==> config.mk <==
export PLATFORM = sky130hd
export DESIGN_NAME = tbm_seq
export DESIGN_NICKNAME = d
export VERILOG_FILES = /design/src/design/tbm_pkg.sv /design/src/design/tbm_seq.sv
export SDC_FILE = /design/constraint.sdc
export NUM_CORES = 1
export LEC_CHECK = 0
export ABC_AREA = 1
export BUFFER_PORTS_ARGS = -buffer_cell sky130_fd_sc_hd__clkbuf_2
export CAP_MARGIN = 20
export CELL_PAD_IN_SITES_DETAIL_PLACEMENT = 1
export CELL_PAD_IN_SITES_GLOBAL_PLACEMENT = 1
export CORE_ASPECT_RATIO = 1.75
export CORE_UTILIZATION = 42
export CTS_CLUSTER_DIAMETER = 100
export DETAILED_ROUTE_END_ITERATION = 7
export GPL_TIMING_DRIVEN = 0
export PLACE_DENSITY_LB_ADDON = 0.08
export SYNTH_ARGS = -nofsm -noshare
export SYNTH_HDL_FRONTEND = slang
export SYNTH_SLANG_ARGS = --single-unit
==> constraint.sdc <==
create_clock -name clk -period 2.83 [get_ports clk]
set_input_delay 0.4245 -clock clk [delete_from_list [all_inputs] [get_ports clk]]
set_output_delay 0.4245 -clock clk [all_outputs]
set_load 0.01 [all_outputs]
==> src/design/tbm_pkg.sv <==
// Shared types, codes and constants of the tile block-match SSD engine.
package tbm_pkg;

    localparam int MAX_BLOCK_DEF  = 16;
    localparam int PIXEL_BITS_DEF = 16;

    // Search grid: 8 x 8 offsets, -4..3 in each axis
    localparam int SEARCH_N    = 8;
    localparam int SEARCH_BITS = 3;
    localparam int IDX_BITS    = 2 * SEARCH_BITS;

    localparam int CFG_IDX_W   = 3;
    localparam int CFG_DATA_W  = 8;
    localparam int SIDE_CFG_W  = 5;
    localparam int COARSE_W    = 8;
    localparam int SCALED_W    = 10;
    localparam int OFFSET_W    = 11;
    localparam int SCORE_W     = 40;

    localparam logic [SIDE_CFG_W-1:0]      BLOCK_SIDE_RST = 5'd8;
    localparam logic signed [COARSE_W-1:0] CLAMP_MIN_RST  = -8'sd4;
    localparam logic signed [COARSE_W-1:0] CLAMP_MAX_RST  = 8'sd3;

    localparam logic [IDX_BITS-1:0]    IDX_LAST    = '1;
    localparam logic [SEARCH_BITS-1:0] SEARCH_LAST = '1;

    typedef enum logic [1:0] {
        MODE_START = 2'd0,
        MODE_REF   = 2'd1,
        MODE_WIN   = 2'd2
    } mode_t;

    typedef enum logic [CFG_IDX_W-1:0] {
        CFG_BLOCK_SIDE = 3'd0,
        CFG_MIN_X      = 3'd1,
        CFG_MIN_Y      = 3'd2,
        CFG_MAX_X      = 3'd3,
        CFG_MAX_Y      = 3'd4
    } cfg_idx_t;

    typedef enum logic [1:0] {
        ST_IDLE,
        ST_SEARCH,
        ST_HOLD
    } state_t;

    // Per-sample control traveling alongside the pixel pipeline
    typedef struct packed {
        logic                valid;
        logic                first;
        logic                last;
        logic [IDX_BITS-1:0] idx;
    } tag_t;

endpackage

==> src/design/tbm_seq.sv <==
// Address sequencer: walks 64 search offsets, each over the B x B block.
module tbm_seq #(
    parameter int MAX_BLOCK = tbm_pkg::MAX_BLOCK_DEF
) (
    input  logic                                 clk,
    input  logic                                 rst_n,
    input  logic                                 start,
    input  logic [$clog2(MAX_BLOCK+1)-1:0]       side,
    output logic [((MAX_BLOCK > 1) ? $clog2(MAX_BLOCK*MAX_BLOCK) : 1)-1:0] ref_addr,
    output logic [$clog2((MAX_BLOCK+tbm_pkg::SEARCH_N-1)**2)-1:0]            win_addr,
    output tbm_pkg::tag_t                        tag
);

    localparam int SIDE_W = $clog2(MAX_BLOCK + 1);
    localparam int RA_W   = (MAX_BLOCK > 1) ? $clog2(MAX_BLOCK * MAX_BLOCK) : 1;
    localparam int WA_W   = $clog2((MAX_BLOCK + tbm_pkg::SEARCH_N - 1) ** 2);
    localparam int SB     = tbm_pkg::SEARCH_BITS;

    logic              active_reg;
    logic [SIDE_W-1:0] side_reg;
    logic [SIDE_W-1:0] x_reg;
    logic [SIDE_W-1:0] y_reg;
    logic [SB-1:0]     ox_reg;
    logic [SB-1:0]     oy_reg;
    logic [RA_W-1:0]   ref_addr_reg;
    logic [WA_W-1:0]   win_addr_reg;
    logic [WA_W-1:0]   base_reg;

    logic [SIDE_W-1:0] side_m1;
    logic              x_end;
    logic              y_end;
    logic              ox_end;
    logic              oy_end;

    assign side_m1 = side_reg - SIDE_W'(1);
    assign x_end   = (x_reg == side_m1);
    assign y_end   = (y_reg == side_m1);
    assign ox_end  = (ox_reg == tbm_pkg::SEARCH_LAST);
    assign oy_end  = (oy_reg == tbm_pkg::SEARCH_LAST);

    always_ff @(posedge clk or negedge rst_n)
    begin
        if (!rst_n)
        begin
            active_reg <= 1'b0;
        end
        else if (start)
        begin
            active_reg <= 1'b1;
        end
        else if (active_reg && x_end && y_end && ox_end && oy_end)
        begin
            active_reg <= 1'b0;
        end
    end

    // Window address: +1 along x, +8 (w - B + 1) at row end; offset base
    // steps +1 in sx and +B (w - 7) when sy advances.
    always_ff @(posedge clk)
    begin
        if (start)
        begin
            side_reg     <= side;
            x_reg        <= '0;
            y_reg        <= '0;
            ox_reg       <= '0;
            oy_reg       <= '0;
            ref_addr_reg <= '0;
            win_addr_reg <= '0;
            base_reg     <= '0;
        end
        else if (active_reg)
        begin
            if (!x_end)
            begin
                x_reg        <= x_reg + SIDE_W'(1);
                ref_addr_reg <= ref_addr_reg + RA_W'(1);
                win_addr_reg <= win_addr_reg + WA_W'(1);
            end
            else if (!y_end)
            begin
                x_reg        <= '0;
                y_reg        <= y_reg + SIDE_W'(1);
                ref_addr_reg <= ref_addr_reg + RA_W'(1);
                win_addr_reg <= win_addr_reg + WA_W'(tbm_pkg::SEARCH_N);
            end
            else
            begin
                x_reg        <= '0;
                y_reg        <= '0;
                ref_addr_reg <= '0;
                if (!ox_end)
                begin
                    ox_reg       <= ox_reg + SB'(1);
                    base_reg     <= base_reg + WA_W'(1);
                    win_addr_reg <= base_reg + WA_W'(1);
                end
                else
                begin
                    ox_reg       <= '0;
                    oy_reg       <= oy_reg + SB'(1);
                    base_reg     <= base_reg + WA_W'(side_reg);
                    win_addr_reg <= base_reg + WA_W'(side_reg);
                end
            end
        end
    end

    assign ref_addr  = ref_addr_reg;
    assign win_addr  = win_addr_reg;
    assign tag.valid = active_reg;
    assign tag.first = (x_reg == '0) && (y_reg == '0);
    assign tag.last  = x_end && y_end;
    assign tag.idx   = {oy_reg, ox_reg};

endmodule

# Yosys cells after proc, flatten, opt, wreduce, memory -nomap -nowiden
# Index checks and enable logic that the tools add are counted.
op_classes:
  div_mod_pow: 0
  n_bitwise: 0
  eq_ne: 4
  mux: 10
  shifts: 0
  n_lt_le_gt_ge: 0
  n_reduce_logical: 12
  n_mul: 0
  add_sub_neg: 10
ops:
  columns: ["op", "n"]
  rows:
  - ["10-bit two-way mux", 3]
  - ["10-bit by 1-bit adder with 10-bit output, second input constant", 2]
  - ["8-bit two-way mux", 2]
  - ["10-bit by 4-bit adder with 10-bit output, second input constant", 1]
  - ["10-bit by 5-bit adder with 10-bit output", 1]
  - ["5-bit by 1-bit adder with 5-bit output, second input constant", 2]
  - ["5-bit equality test", 2]
  - ["5-bit zero test", 2]
  - ["5-bit two-way mux", 2]
  - ["8-bit by 1-bit adder with 8-bit output, second input constant", 1]
  - ["3-bit by 1-bit adder with 3-bit output, second input constant", 2]
  - ["3-bit equality test, second input constant", 2]
  - ["1-bit logical AND", 6]
  - ["5-bit by 1-bit subtractor with 5-bit output, second input constant", 1]
  - ["4-bit AND reduction", 1]
  - ["3-bit two-way mux", 1]
  - ["3-bit AND reduction", 1]
  - ["1-bit two-way mux", 2]
  - ["2-bit AND reduction", 1]
  - ["2-bit nonzero test", 1]
word_totals:
  out_inout_bits: 27
  word_cells: 45
  mem_bits_ro: 0
  latchBits: 0
  ff_bits: 50
  n_memories: 0
  ramBits: 0

# Longest topological paths before layout
logic_depth:
  ltp_word: 8
  depth_mapped: 17

# Worst setup path before layout
# Ideal clock, no wire load.
synth_timing:
  path_kind: "reg-to-reg"
  start: "register ox_reg[0]"
  end: "register win_addr_reg[6], in the netlist win_addr[6]"
  slack_ns: 0.443
  setup_ns: 0.070
  stages_incl_launch_ff: 18
  path_buffers: 1
  t_required_ns: 2.760
  arrival_ns: 2.317
  cell_sequence: "dfxtp_1 -> ha_1 -> ha_1 -> clkbuf_1 -> nand2_1 -> ha_1 -> fa_1 -> nand3_1 -> nand2_1 -> nand2_1 -> nand2_1 -> nand2_1 -> nand2_1 -> nand2_1 -> nand2_1 -> o21ai_0 -> nand2_1 -> a21oi_1"
synth_between:
  elab_chain_cells: 4
synth_lines:
  columns: ["element", "line", "text"]
  rows:
  - ["start, declared", "tbm_seq.sv:23", "logic [SB-1:0] ox_reg;"]
  - ["start signal, assigned", "tbm_seq.sv:94", "ox_reg <= ox_reg + SB'(1);"]
  - ["3-bit equality test", "tbm_seq.sv:38", "assign ox_end = (ox_reg == tbm_pkg::SEARCH_LAST);"]
  - ["10-bit two-way mux", "tbm_seq.sv:92", "if (!ox_end)"]
  - ["10-bit two-way mux", "tbm_seq.sv:80", "else if (!y_end)"]
  - ["10-bit two-way mux", "tbm_seq.sv:74", "if (!x_end)"]
  - ["end signal, assigned", "tbm_seq.sv:78", "win_addr_reg <= win_addr_reg + WA_W'(1);"]
  - ["end signal, assigned", "tbm_seq.sv:85", "win_addr_reg <= win_addr_reg + WA_W'(tbm_pkg::SEARCH_N);"]
  - ["end signal, assigned", "tbm_seq.sv:96", "win_addr_reg <= base_reg + WA_W'(1);"]
  - ["end, declared", "tbm_seq.sv:26", "logic [WA_W-1:0] win_addr_reg;"]
# Every way passes these cells.
# A chain may end at the register's enable or synchronous reset.

# Final worst setup path
layout_timing:
  start: "register ox_reg[0]"
  end: "register win_addr_reg[8], in the netlist win_addr[8]"
# Same word-level chain as after synthesis.

==> results.json <==
{
  "dieArea_sq_um": 7930,
  "seqPwrFrac_pct": 46.3,
  "end_kind": "flip-flop",
  "powerDensity_nw_per_um2": 457.5,
  "clockBufferDepth": 2,
  "synth_top_area_cell": "dfxtp_1",
  "core_area_sq_um": 7284,
  "routabilityCongestion": 0.8741,
  "worstPathMaxFanout": 8,
  "crit_buf_inv": 1,
  "crit_required_ps": 3070,
  "ys.warnings.count": 0,
  "crit_top_cell": "nand2_1",
  "drt_wl_total_um": 9075,
  "post-route-min-period_ps": 2611,
  "final_cell_mix": "nand2_1 (123), nand3_1 (52), inv_1 (50)",
  "syn_inst": 451,
  "finalNonFillerCells": 579,
  "ant_nets": 0,
  "clock.fmax_mhz": 383.0,
  "cts_tree": "done",
  "synth_area_leaders": "dfxtp_1 (28%), nand2_1 (15%), nand3_1 (8.2%)",
  "grt_overflow_total": 0,
  "syn-mean-instance-area_sq_um": 7.044,
  "area_growth_pct": 14.22,
  "post-route-period-util_pct": 92.27,
  "ys_ff_latch": 50,
  "syn_nets": 477,
  "cts.clk_slew.worst_paths_ps": 80,
  "wire_per_inst_um": 15.67,
  "clock-sinks": 50,
  "switching_share_pct": 27.99,
  "synth_top_cell_area_share_pct": 27.73,
  "p_switching_uw": 464.6,
  "critical_path_class": "reg -> reg",
  "nets": 518,
  "slew_viol_final": 0,
  "vias": 3075,
  "multi_input_area_sq_um": 1859,
  "synth.distinct_cells": 38,
  "cp-start-kind": "flip-flop",
  "grt_max_degree": 17,
  "cp_num_cells": 16,
  "dp_cells": 571,
  "p_int_mw": 1.195,
  "seq_area_sq_um": 1056,
  "tightestPinTransition_ps": 577.7,
  "arrival_ps": 2850,
  "peakVddDrop_uv": 293.7,
  "drt_iter0_drc": 71,
  "cts_made_buffers": 5,
  "async_flop_share_pct": 2.000,
  "worstPathCellList": "ha_1, ha_2, nand2_1, ha_1, fa_1, nand3_1, nand2_1, nand2_1, nand2_1, inv_1, nor2_1, nand2_1, nand3_1, nand2_1, nand2_1, a21oi_1",
  "cp_top_family": "adder cells",
  "power_frac_comb_pct": 12.9,
  "synth_edf_count": 5,
  "setup-tns-final_ps": 0,
  "worstSkewPairLatency_ps": 300,
  "dr.pass1.iters": 4,
  "row_count": 41,
  "antenna_found_initial": 0,
  "diodes": 0,
  "grt_pass1_wl_um": 14810,
  "slew_headroom_pct": 61.48,
  "status": "finished clean",
  "die_w_um": 67.75,
  "critPathSlowestCell": "fa_1",
  "hpwlAfterDp_um": 7151,
  "start_util_pct": 43.61,
  "rsz0062_at_grt": "no",
  "track_usage_pct": 25.54,
  "setup_viol": 0,
  "drc": 0,
  "hold_depth": 1,
  "viasPerCell": 5.311,
  "synth.yosys.seq_area_share_pct": 33.24,
  "finalHoldViolCount": 0,
  "first_global_vias": 3129,
  "leakagePower_nw": 1.680,
  "clock_power_share_pct": 40.8,
  "synth_area_sq_um": 3177,
  "cpPeakStageDelay_ps": 420,
  "drive_gt1_share_pct": 14.81,
  "nFillCells": 984,
  "pin_count": 35,
  "fp.dieH_um": 117.1,
  "synth_flop_cell": "dfxtp_1",
  "portBuffers": 34,
  "finalClockSkew_ps": 9.294,
  "ff2ff_path_depth": 16,
  "clockRootBuffer": "clkbuf_16",
  "drv_cap": 0,
  "htree_levels": 2,
  "final_common_cell": "nand2_1",
  "hold_path_class": "in -> reg"
}
## synth_stat cells (3+ instances only)
| master | count |
|---|---|
| edfxtp_1 | 5 |
| nor2_1 | 36 |
| a31oi_1 | 3 |
| nand2_4 | 4 |
| clkbuf_1 | 6 |
| nor3_1 | 9 |
| nand3_1 | 52 |
| o21ai_0 | 17 |
| inv_1 | 50 |
| o22ai_1 | 3 |
| nand4_1 | 7 |
| nor2_2 | 4 |
| nand2_1 | 123 |
| ha_1 | 17 |
| nor2_4 | 7 |
| dfxtp_1 | 44 |
| xor2_1 | 18 |
| a21oi_1 | 22 |
## cells by family (layout without fill, tap and decap cells)
| logic type | Yosys count | in the layout | share of synthesized area (%) |
|---|---|---|---|
| AOI/OAI and AO/OA | 50 | 50 | 8.626 |
| and+or+nand+nor | 249 | 249 | 36.98 |
| DFF | 50 | 50 | 33.24 |
| adders and majority gates | 18 | 18 | 7.326 |
| buffers and inverters | 64 | 106 | 8.310 |
| xor gates and xnor gates | 20 | 20 | 5.514 |
## through the flow
stage / total power, mW / setup slack (ps) / hold WS, ps / area (sq um) / util, %
floorplan: 0.9248 / 443.2 / 128.9 / 3177 / -
global placement: 0.9917 / 104.0 / 199.6 / 3455 / 47.42
detailed placement: 1.002 / 67.92 / 201.0 / 3455 / 47.42
CTS: 1.681 / 12.61 / 296.9 / 3630 / 49.83
global route: 1.721 / 9.865 / 301.7 / 3628 / 49.81
finish: 1.660 / 218.8 / 298.3 / 3628 / 49.81
## repair_timing
action | in CTS | in global routing
gates resized for setup | 0 | 1
buffers inserted | 0 | 0
endpoints found under the hold margin | 1 | 0
setup endpoints to repair | 0 | 4
hold buffers | 1 | 0
## worst reg2reg max path, delay by kind of cell (launching register included)
| kind | cells | cell delay [ps] |
|---|---|---|
| and+or+nand+nor | 10 | 860 |
| buffers and inverters | 1 | 90 |
| DFF | 1 | 390 |
| adders and majority gates | 4 | 1100 |
| AOI/OAI and AO/OA | 1 | 130 |
## power by group through the flow
stage	Clock [mW]	Combinational, mW	Sequential (mW)
final	0.677	0.215	0.768
after global routing	0.706	0.243	0.773
after CTS	0.692	0.220	0.769
after detailed placement	0	0.217	0.785
after global placement	0	0.209	0.783
after floorplan	0	0.143	0.782
## path summary, 6_finish.rpt
| check | from | endpoint | slack, ps |
|---|---|---|---|
| max | ox_reg[0] | win_addr[8] | 220 |
| min | side[2] | side_reg[2] | 300 |
| max reg2reg | ox_reg[0] | win_addr[8] | 220 |
| min reg2reg | base_reg[0] | base_reg[0] | 480 |
| max in group asynchronous | rst_n | active_reg | 2320 |
| min in group asynchronous | rst_n | active_reg | 420 |
## layout make-up
cell class	count	area share, %
clock inverters	2	0.4138
multi-input cells	337	51.24
inverters	53	5.483
clock buffers	6	4.138
well taps	86	2.966
plain buffers	10	1.690
flip-flops and latches	50	29.10
repair buffers	35	4.966
## layer usage
layer | wire [um] | global-route usage, % | part of all wire [%] | vias to the layer above
li1 | - | - | - | 1538
met1 | 3656 | 26.87 | 40 | 1489
met2 | 5050 | 48.84 | 56 | 30
met3 | 115 | 2.907 | 1.3 | 18
met4 | 252 | 10.64 | 2.8 | 0
met5 | 0 | 0 | 0 | -
Power figures use the tool's default switching activity.
