`src/design/tbm_pkg.sv`:
```
// Shared types, codes and constants of the tile block-match SSD engine.
package tbm_pkg;

    localparam int MAX_BLOCK_DEF  = 16;
    localparam int PIXEL_BITS_DEF = 16;

    // Search grid: 8 x 8 offsets, -4..3 in each axis
    localparam int SEARCH_N    = 8;
    localparam int SEARCH_BITS = 3;
    localparam int IDX_BITS    = 2 * SEARCH_BITS;

    localparam int CFG_IDX_W   = 3;
    localparam int CFG_DATA_W  = 8;
    localparam int SIDE_CFG_W  = 5;
    localparam int COARSE_W    = 8;
    localparam int SCALED_W    = 10;
    localparam int OFFSET_W    = 11;
    localparam int SCORE_W     = 40;

    localparam logic [SIDE_CFG_W-1:0]      BLOCK_SIDE_RST = 5'd8;
    localparam logic signed [COARSE_W-1:0] CLAMP_MIN_RST  = -8'sd4;
    localparam logic signed [COARSE_W-1:0] CLAMP_MAX_RST  = 8'sd3;

    localparam logic [IDX_BITS-1:0]    IDX_LAST    = '1;
    localparam logic [SEARCH_BITS-1:0] SEARCH_LAST = '1;

    typedef enum logic [1:0] {
        MODE_START = 2'd0,
        MODE_REF   = 2'd1,
        MODE_WIN   = 2'd2
    } mode_t;

    typedef enum logic [CFG_IDX_W-1:0] {
        CFG_BLOCK_SIDE = 3'd0,
        CFG_MIN_X      = 3'd1,
        CFG_MIN_Y      = 3'd2,
        CFG_MAX_X      = 3'd3,
        CFG_MAX_Y      = 3'd4
    } cfg_idx_t;

    typedef enum logic [1:0] {
        ST_IDLE,
        ST_SEARCH,
        ST_HOLD
    } state_t;

    // Per-sample control traveling alongside the pixel pipeline
    typedef struct packed {
        logic                valid;
        logic                first;
        logic                last;
        logic [IDX_BITS-1:0] idx;
    } tag_t;

endpackage

```
`src/design/tbm_ssd.sv`:
```
// Squared-difference accumulate unit with running best-score compare.
module tbm_ssd #(
    parameter int MAX_BLOCK  = tbm_pkg::MAX_BLOCK_DEF,
    parameter int PIXEL_BITS = tbm_pkg::PIXEL_BITS_DEF
) (
    input  logic                                  clk,
    input  logic                                  rst_n,
    input  logic [PIXEL_BITS-1:0]                 ref_pix,
    input  logic [PIXEL_BITS-1:0]                 win_pix,
    input  tbm_pkg::tag_t                         tag_in,
    output logic                                  done,
    output logic [2*PIXEL_BITS+$clog2(MAX_BLOCK*MAX_BLOCK)-1:0] best_score,
    output logic [tbm_pkg::IDX_BITS-1:0]          best_idx
);

    localparam int SQ_W  = 2 * PIXEL_BITS;
    localparam int ACC_W = SQ_W + $clog2(MAX_BLOCK * MAX_BLOCK);

    tbm_pkg::tag_t tag1_reg;
    tbm_pkg::tag_t tag2_reg;
    tbm_pkg::tag_t tag3_reg;

    logic [PIXEL_BITS-1:0]        diff_reg;
    logic [SQ_W-1:0]              sq_reg;
    logic [ACC_W-1:0]             acc_reg;
    logic                         sum_done_reg;
    logic [tbm_pkg::IDX_BITS-1:0] sum_idx_reg;
    logic [ACC_W-1:0]             best_reg;
    logic [tbm_pkg::IDX_BITS-1:0] best_idx_reg;
    logic                         done_reg;

    always_ff @(posedge clk or negedge rst_n)
    begin
        if (!rst_n)
        begin
            tag1_reg     <= '0;
            tag2_reg     <= '0;
            tag3_reg     <= '0;
            sum_done_reg <= 1'b0;
            done_reg     <= 1'b0;
        end
        else
        begin
            tag1_reg     <= tag_in;   // lines up with registered RAM data
            tag2_reg     <= tag1_reg;
            tag3_reg     <= tag2_reg;
            sum_done_reg <= tag3_reg.valid && tag3_reg.last;
            done_reg     <= sum_done_reg && (sum_idx_reg == tbm_pkg::IDX_LAST);
        end
    end

    always_ff @(posedge clk)
    begin
        diff_reg    <= (ref_pix >= win_pix) ? (ref_pix - win_pix) : (win_pix - ref_pix);
        sq_reg      <= SQ_W'(diff_reg * diff_reg);
        sum_idx_reg <= tag3_reg.idx;
        if (tag3_reg.valid)
        begin
            acc_reg <= tag3_reg.first ? ACC_W'(sq_reg) : (acc_reg + ACC_W'(sq_reg));
        end
        // strict less-than keeps the earliest offset on a tie
        if (sum_done_reg && ((sum_idx_reg == '0) || (acc_reg < best_reg)))
        begin
            best_reg     <= acc_reg;
            best_idx_reg <= sum_idx_reg;
        end
    end

    assign done       = done_reg;
    assign best_score = best_reg;
    assign best_idx   = best_idx_reg;

endmodule

```
`config.mk`:
```
export PLATFORM = sky130hd
export DESIGN_NAME = tbm_ssd
export DESIGN_NICKNAME = d
export VERILOG_FILES = /design/src/design/tbm_pkg.sv /design/src/design/tbm_ssd.sv
export SDC_FILE = /design/constraint.sdc
export NUM_CORES = 1
export LEC_CHECK = 0
export BUFFER_PORTS_ARGS = -buffer_cell sky130_fd_sc_hd__buf_2
export CORE_MARGIN = 5
export CORE_UTILIZATION = 30
export CTS_BUF_LIST = sky130_fd_sc_hd__clkbuf_4
export DETAILED_ROUTE_END_ITERATION = 8
export PLACE_DENSITY_LB_ADDON = 0.08
export SLEW_MARGIN = 20
export SYNTH_ARGS = -nofsm -noshare
export SYNTH_HDL_FRONTEND = slang
export SYNTH_SLANG_ARGS = --single-unit
```
`constraint.sdc`:
```
create_clock -name clk -period 8.51 [get_ports clk]
set_clock_uncertainty 0.1 [all_clocks]
set_input_delay 1.702 -clock clk [delete_from_list [all_inputs] [get_ports clk]]
set_output_delay 1.702 -clock clk [all_outputs]
set_load 0.05 [all_outputs]
```
---- Yosys cells after proc, flatten, opt, wreduce, memory -nomap -nowiden ----
Cells that the tools add are included.
storage, ports and cells
  register bits after elaboration ......... 169
  input bits .............................. 43
  word-level logic and storage cells ...... 35
cells by class
  $add $sub $neg .......................... 3
  $mul .................................... 1
  order comparisons ....................... 2
  equal/unequal tests ..................... 1
  mux-type cells .......................... 2
  reduce and logical (&&, ||, !) cells .... 5
operator list
  operator            number
  $add 40x32->40      1
  $lt 40x40->1        1
  $mul 16x16->32      1
  $mux 32             1
  $sub 16x16->16      2
  $ge 16x16->1        1
  $mux 16             1
  $eq 6x6->1 const B  1
  $logic_not 6->1     1
  $logic_and 1x1->1   3
  $logic_or 1x1->1    1

---- Logic depth before layout (Yosys ltp) ----
Gate-level depths: netlist of the first run.
  depth after elaboration ................. 3
  mapped depth ............................ 26

---- Least setup slack after synthesis of the first run ----
OpenSTA, ideal clock, no wires.
  kind .................................... register to register
  start point ............................. reg diff_reg[14]
  end point ............................... reg sq_reg[24]
  setup time .............................. 122 ps
  data arrival time ....................... 5976 ps
  data required time ...................... 8288 ps
  setup slack ............................. 2312 ps
  cell stages (with the launch flop) ...... 22
  period minus slack after synthesis ...... 6198 ps
  cell sequence ........................... dfxtp_1 -> clkbuf_1 -> clkbuf_1 -> and2_1 -> fa_1 -> fa_1 -> fa_1 -> fa_1 -> fa_1 -> inv_1 -> fa_1 -> inv_1 -> ha_1 -> clkbuf_1 -> and4_1 -> nor2b_1 -> o21ai_0 -> nor4b_1 -> a21oi_1 -> a21oi_1 -> nor3_1 -> a311o_1
between the ends
  longest elaborated chain between the ends .. 1
RTL lines
  item                    RTL line       text
  start, declared         tbm_ssd.sv:23  logic [PIXEL_BITS-1:0] diff_reg;
  start signal, assigned  tbm_ssd.sv:54  diff_reg <= (ref_pix >= win_pix) ? (ref_pix - win_pix) : (win_pix - ref_pix);
  $mul 16x16->32          tbm_ssd.sv:55  sq_reg <= SQ_W'(diff_reg * diff_reg);
  end signal, assigned    tbm_ssd.sv:55
  end, declared           tbm_ssd.sv:24  logic [SQ_W-1:0] sq_reg;
Every way passes these cells.
A chain may end at the register's enable or synchronous reset.

---- Worst setup path after layout of the first run ----
  start point ............................. reg diff_reg[6]
  end point ............................... reg sq_reg[29]
Same word-level chain as after synthesis.

==> run_results.csv, run 1 <==
group,metric,value,unit
setup_path,crit_chain,"and2_1 > inv_1 > fa_1 > fa_1 > inv_1 > ha_1 > fa_1 > fa_1 > inv_1 > fa_1 > inv_1 > ha_1 > o21a_1 > o21a_1 > o22a_1 > a21o_1 > a21oi_1 > o311ai_0 > a41oi_1 > xnor2_1",
clock_network,cts_buffers,17,
final_layout,synthToLayoutAreaGrowth,8.636,%
logic_synthesis,yosys_warnings,0,
setup_path,critPathKind,"reg -> reg",
logic_synthesis,synth_nets,2123,
setup_path,end_kind,"register",
route,ant_nets,0,
setup_path,worstSetupStartpointType,"register",
floorplanning,die_w,244.6,um
min_path,hp-class,"reg -> reg",
placed_design,dp_slack,1835,ps
global_route,grt_pass1_wl,63070,um
timing,min_period_over_period,0.7797,
timing,setup_viol,0,
floorplanning,core,0.05477,mm^2
timing,tightestPinTransition,1038,ps
final_layout,nFillCells,5732,
logic_synthesis,synth_seq_area_share,0.2645,
timing,slew_headroom,0.3081,
logic_synthesis,synth_compound_area_frac,0.1245,
global_route,grt_pass1_vias,11950,
final_layout,multi_input_area,0.01060,mm^2
logic_synthesis,synth_area,0.01652,mm^2
clock_network,clock-sinks,168,
placed_design,portBuffers,89,
setup_path,crit_top_cell,"fa_1",
global_route,track_usage,0.1298,
setup_path,cp_slowest_cell,"o311ai_0",
logic_synthesis,yosys.area_share.simple,0.1156,
logic_synthesis,netlist_instances,1714,
clock_network,cts_buffer_depth,2,
timing,fmax,150.7,MHz
timing,tns,0,ps
route,routed_wl,37800,um
clock_network,cts_tree,"built",
clock_network,insertion_delay,660,ps
final_layout,drive_above_1_share,0.08832,
logic_synthesis,synth_seq_cells,168,
clock_network,cts_setup_buffers,0,
global_route,grt_antenna_before_repair,1,
route,wl_per_cell,15.16,um
route,drc,0,
logic_synthesis,synth_fa_ha_area_frac,0.3523,
status,status,"finished, final reports clean",
clock_network,cts_root_buffer,"clkbuf_4",
logic_synthesis,synth-edff-count,86,
final_layout,mostFrequentLayoutCell,"inv_1",
final_layout,final_cell_mix,"inv_1 (351), ha_1 (201), fa_1 (165), nand2_1 (142), buf_2 (89)",
setup_path,path_max_fanout,17,
final_layout,layout.cells.non_filler,2494,
route,vias,11470,
route,firstDrtPassIters,5,
timing,finalHoldViolations,0,
final_layout,seqCellArea,0.004372,mm^2
job,maxCapViolations,0,
placed_design,dp.cells,2461,
timing,setup_ws,1875,ps
setup_path,cp.required,8940,ps
route,drt_iter0_drc,525,
timing,finalMaxSlewViolations,0,
placed_design,gp_congestion,0.8085,
floorplanning,initial_utilization,0.3015,
logic_synthesis,syn_avg_cell_area,9.636,um^2
setup_path,critPathMaxStageDelay,860,ps
logic_synthesis,synth_top_family_by_area,"adder cells",
placed_design,hpwl,30860,um
final_layout,nets,2185,
floorplanning,ios,90,
route,routed_via_density,4.598,
clock_network,htreeDepth,4,
clock_network,cts_resized,0,
setup_path,arrival,7070,ps
timing,rsz0062_at_grt,"false",
logic_synthesis,synth-xor-area-share,0.03818,
logic_synthesis,muxShareOfSynthArea,0.01083,
logic_synthesis,ys_types,82,
global_route,grt_max_degree,78,
clock_network,hold_buffers,0,
floorplanning,rows,86,
global_route,grt_overflow,0,
timing,min_period,6635,ps
logic_synthesis,async_reset_ff_frac,0.1726,
floorplanning,floorplan.die_area,0.05985,mm^2
floorplanning,dieHeight,244.6,um
clock_network,clk_pin_slew,160,ps
logic_synthesis,yosys_most_used_dff,"edfxtp_1",
## cell usage after synthesis, types with 16 or more instances
cell type | n | area, um^2
xnor2_1 | 43 | 376.6
inv_1 | 351 | 1318
fa_1 | 165 | 3303
nand2_1 | 142 | 533.0
edfxtp_1 | 86 | 2582
xor2_1 | 29 | 254.0
nand3_1 | 20 | 100.1
nor2_1 | 59 | 221.5
dfrtp_1 | 29 | 725.7
a21o_1 | 48 | 360.4
a21oi_1 | 73 | 365.4
dfxtp_1 | 53 | 1061
ha_1 | 201 | 2515
and2_1 | 49 | 306.5
clkbuf_1 | 39 | 146.4
o21ai_0 | 71 | 355.3
nor2b_1 | 16 | 100.1
## path summary, 6_finish.rpt
path	startpoint	endpoint	slack, ps	cells after the start
max	diff_reg[6]	sq_reg[29]	1880	20
min	tag3_reg[1]	sum_idx_reg[1]	250	0
max reg2reg	diff_reg[6]	sq_reg[29]	1880	20
min reg2reg	tag3_reg[1]	sum_idx_reg[1]	250	0
max in group asynchronous	rst_n	tag3_reg[7]	6910	1
min in group asynchronous	rst_n	tag2_reg[7]	940	1
## final cells by class
type,instances,share of cell area
Antenna cell,1,0.0001395
Inverter,352,0.07364
Sequential cell,168,0.2437
Clock buffer,17,0.007113
Tap cell,704,0.04909
Timing Repair Buffer,91,0.02566
Clock inverter,15,0.01018
Multi-Input combinational cell,1146,0.5905
## critical path, delay by kind of cell, from the launching register on
family / cells / cell delay [ps]
compound gates: 7 / 1870
xor+xnor: 1 / 170
fa+ha+maj: 7 / 3140
buf+inv: 4 / 210
flops: 1 / 770
simple gates: 1 / 250
## through the flow
stage / util / cell area (um^2) / hold slack [ps]
floorplan: - / 16520 / 224.2
global placement: 0.3219 / 17630 / 228.1
finish: 0.3276 / 17940 / 246.0
CTS: 0.3275 / 17940 / 240.6
global route: 0.3276 / 17940 / 240.8
detailed placement: 0.3219 / 17630 / 226.9
## cells by family after synthesis
group / Yosys count
XOR/XNOR: 72
AND/OR/NAND/NOR: 379
buffers and inverters: 400
flip-flops: 168
AO/OA/AOI/OAI: 312
adder cells (fa/ha/maj): 366
multiplexers: 17
## metal layers
| layer | global-route usage | vias to the layer above | wire length, um |
|---|---|---|---|
| met5 | 0 | - | 0 |
| met2 | 0.2114 | 160 | 17290 |
| met3 | 0.02112 | 22 | 1082 |
| met1 | 0.1832 | 5500 | 18950 |
| met4 | 0.02805 | 0 | 483 |
| li1 | - | 5785 | - |
Power of run 1 is not shown: default switching activity piles up to over one toggle a cycle in this logic, so the estimate is an artifact.
==> inputs of run 2 (changes only) <==
==> constraint.sdc (replaced) <==
create_clock -name clk -period 5.8 [get_ports clk]
set_clock_uncertainty 0.1 [all_clocks]
set_input_delay 1.16 -clock clk [delete_from_list [all_inputs] [get_ports clk]]
set_output_delay 1.16 -clock clk [all_outputs]
set_load 0.05 [all_outputs]
==> run_results.csv, run 2 (synthesis results as in run 1) <==
group,metric,value,unit
timing,finalMaxSlewViolations,0,
timing,tightestPinTransition,979.7,ps
final_layout,final_cell_mix,"inv_1 (342), ha_1 (193), fa_1 (158), nand2_1 (140), buf_4 (127)",
final_layout,multi_input_area,0.01094,mm^2
floorplanning,dieHeight,244.6,um
clock_network,clk_pin_slew,160,ps
placed_design,portBuffers,89,
route,routed_wl,38610,um
route,ant_nets,0,
timing,rsz0062_at_grt,"true",
setup_path,path_max_fanout,4,
setup_path,worstSetupStartpointType,"register",
floorplanning,rows,86,
timing,fmax,174.1,MHz
setup_path,critPathKind,"reg -> reg",
route,routed_via_density,4.473,
global_route,grt_max_degree,78,
floorplanning,core,0.05477,mm^2
placed_design,hpwl,32190,um
setup_path,cp.required,6250,ps
global_route,grt_pass1_vias,12590,
setup_path,end_kind,"register",
timing,slew_headroom,0.3469,
clock_network,cts_tree,"built",
final_layout,nFillCells,5624,
clock_network,insertion_delay,640,ps
clock_network,htreeDepth,4,
clock_network,cts_root_buffer,"clkbuf_4",
status,status,"finished, final reports clean",
global_route,grt_overflow,0,
final_layout,nets,2319,
floorplanning,ios,90,
route,vias,11750,
route,drt_iter0_drc,398,
final_layout,synthToLayoutAreaGrowth,17.23,%
final_layout,drive_above_1_share,0.1919,
placed_design,gp_congestion,0.7971,
setup_path,ff2ff_setup_slack,60,ps
placed_design,dp_slack,-307.4,ps
final_layout,fin_util,0.3535,
global_route,grt_antenna_before_repair,1,
final_layout,mostFrequentLayoutCell,"inv_1",
floorplanning,initial_utilization,0.3015,
route,drc,0,
timing,finalHoldViolations,0,
clock_network,hold_buffers,0,
timing,tns,0,ps
clock_network,clock-sinks,168,
setup_path,arrival,6190,ps
min_path,hp-class,"reg -> reg",
route,firstDrtPassIters,4,
timing,min_period_over_period,0.9900,
final_layout,layout.cells.non_filler,2628,
floorplanning,floorplan.die_area,0.05985,mm^2
clock_network,cts_buffers,17,
timing,setup_viol,0,
global_route,track_usage,0.1323,
timing,setup_ws,57.76,ps
timing,min_period,5742,ps
floorplanning,die_w,244.6,um
global_route,grt_pass1_wl,64750,um
clock_network,cts_buffer_depth,2,
job,maxCapViolations,0,
placed_design,dp.cells,2585,
route,wl_per_cell,14.69,um
final_layout,seqCellArea,0.004412,mm^2
[run 2: metrics by stage]
stage | hold slack (ps) | area [um^2]
after floorplan | 224.2 | 16570
after global routing | 252.0 | 19360
final | 251.5 | 19360
after CTS | 248.8 | 18940
after detailed placement | 226.9 | 18600
after global placement | 226.9 | 18600
[run 2: repair_timing]
| item | CTS | global route |
|---|---|---|
| pin swaps | 8 | 40 |
| setup buffers | 2 | 8 |
| resized for setup | 24 | 85 |
| setup endpoints to repair | 11 | 14 |
[run 2: final cells by class]
class,count,share of cell area
Sequential cell,168,0.2279
Clock buffer,17,0.006592
Multi-Input combinational cell,1146,0.5653
Clock inverter,15,0.007109
Timing Repair Buffer,225,0.07904
Tap cell,704,0.04550
Inverter,352,0.06850
Antenna cell,1,0.0001292
[run 2: worst paths after layout]
kind	cells past startpoint	start	endpoint
worst max-delay path	23	diff_reg[3]	sq_reg[24]
worst min-delay path	0	tag3_reg[4]	sum_idx_reg[4]
worst max register to register	23	diff_reg[3]	sq_reg[24]
worst min register to register	0	tag3_reg[4]	sum_idx_reg[4]
max in group asynchronous	1	rst_n	tag3_reg[7]
min in group asynchronous	1	rst_n	done
[run 2: routing by layer]
layer	track usage	part of all wire	vias to the layer above
met2	0.2262	0.47	114
met4	0.03432	0.014	0
met5	0	0	-
li1	-	-	6045
met1	0.1790	0.49	5568
met3	0.01579	0.021	27
[run 2: worst max-delay path, stage by stage (launching register included)]
cell and delay [ps]:
dfxtp_4 390, buf_8 130, inv_4 50, nor2_2 50, buf_4 130, fa_1 510
inv_2 50, fa_2 520, inv_2 40, fa_1 520, fa_1 450, fa_1 560
inv_2 40, fa_1 510, inv_2 50, ha_4 220, and4_4 180, nor2b_4 120
o21ai_2 130, nor4b_4 260, a21oi_4 110, a21oi_4 200, nor3_2 50, a311o_1 280
Power of run 2 is left out for the same reason.
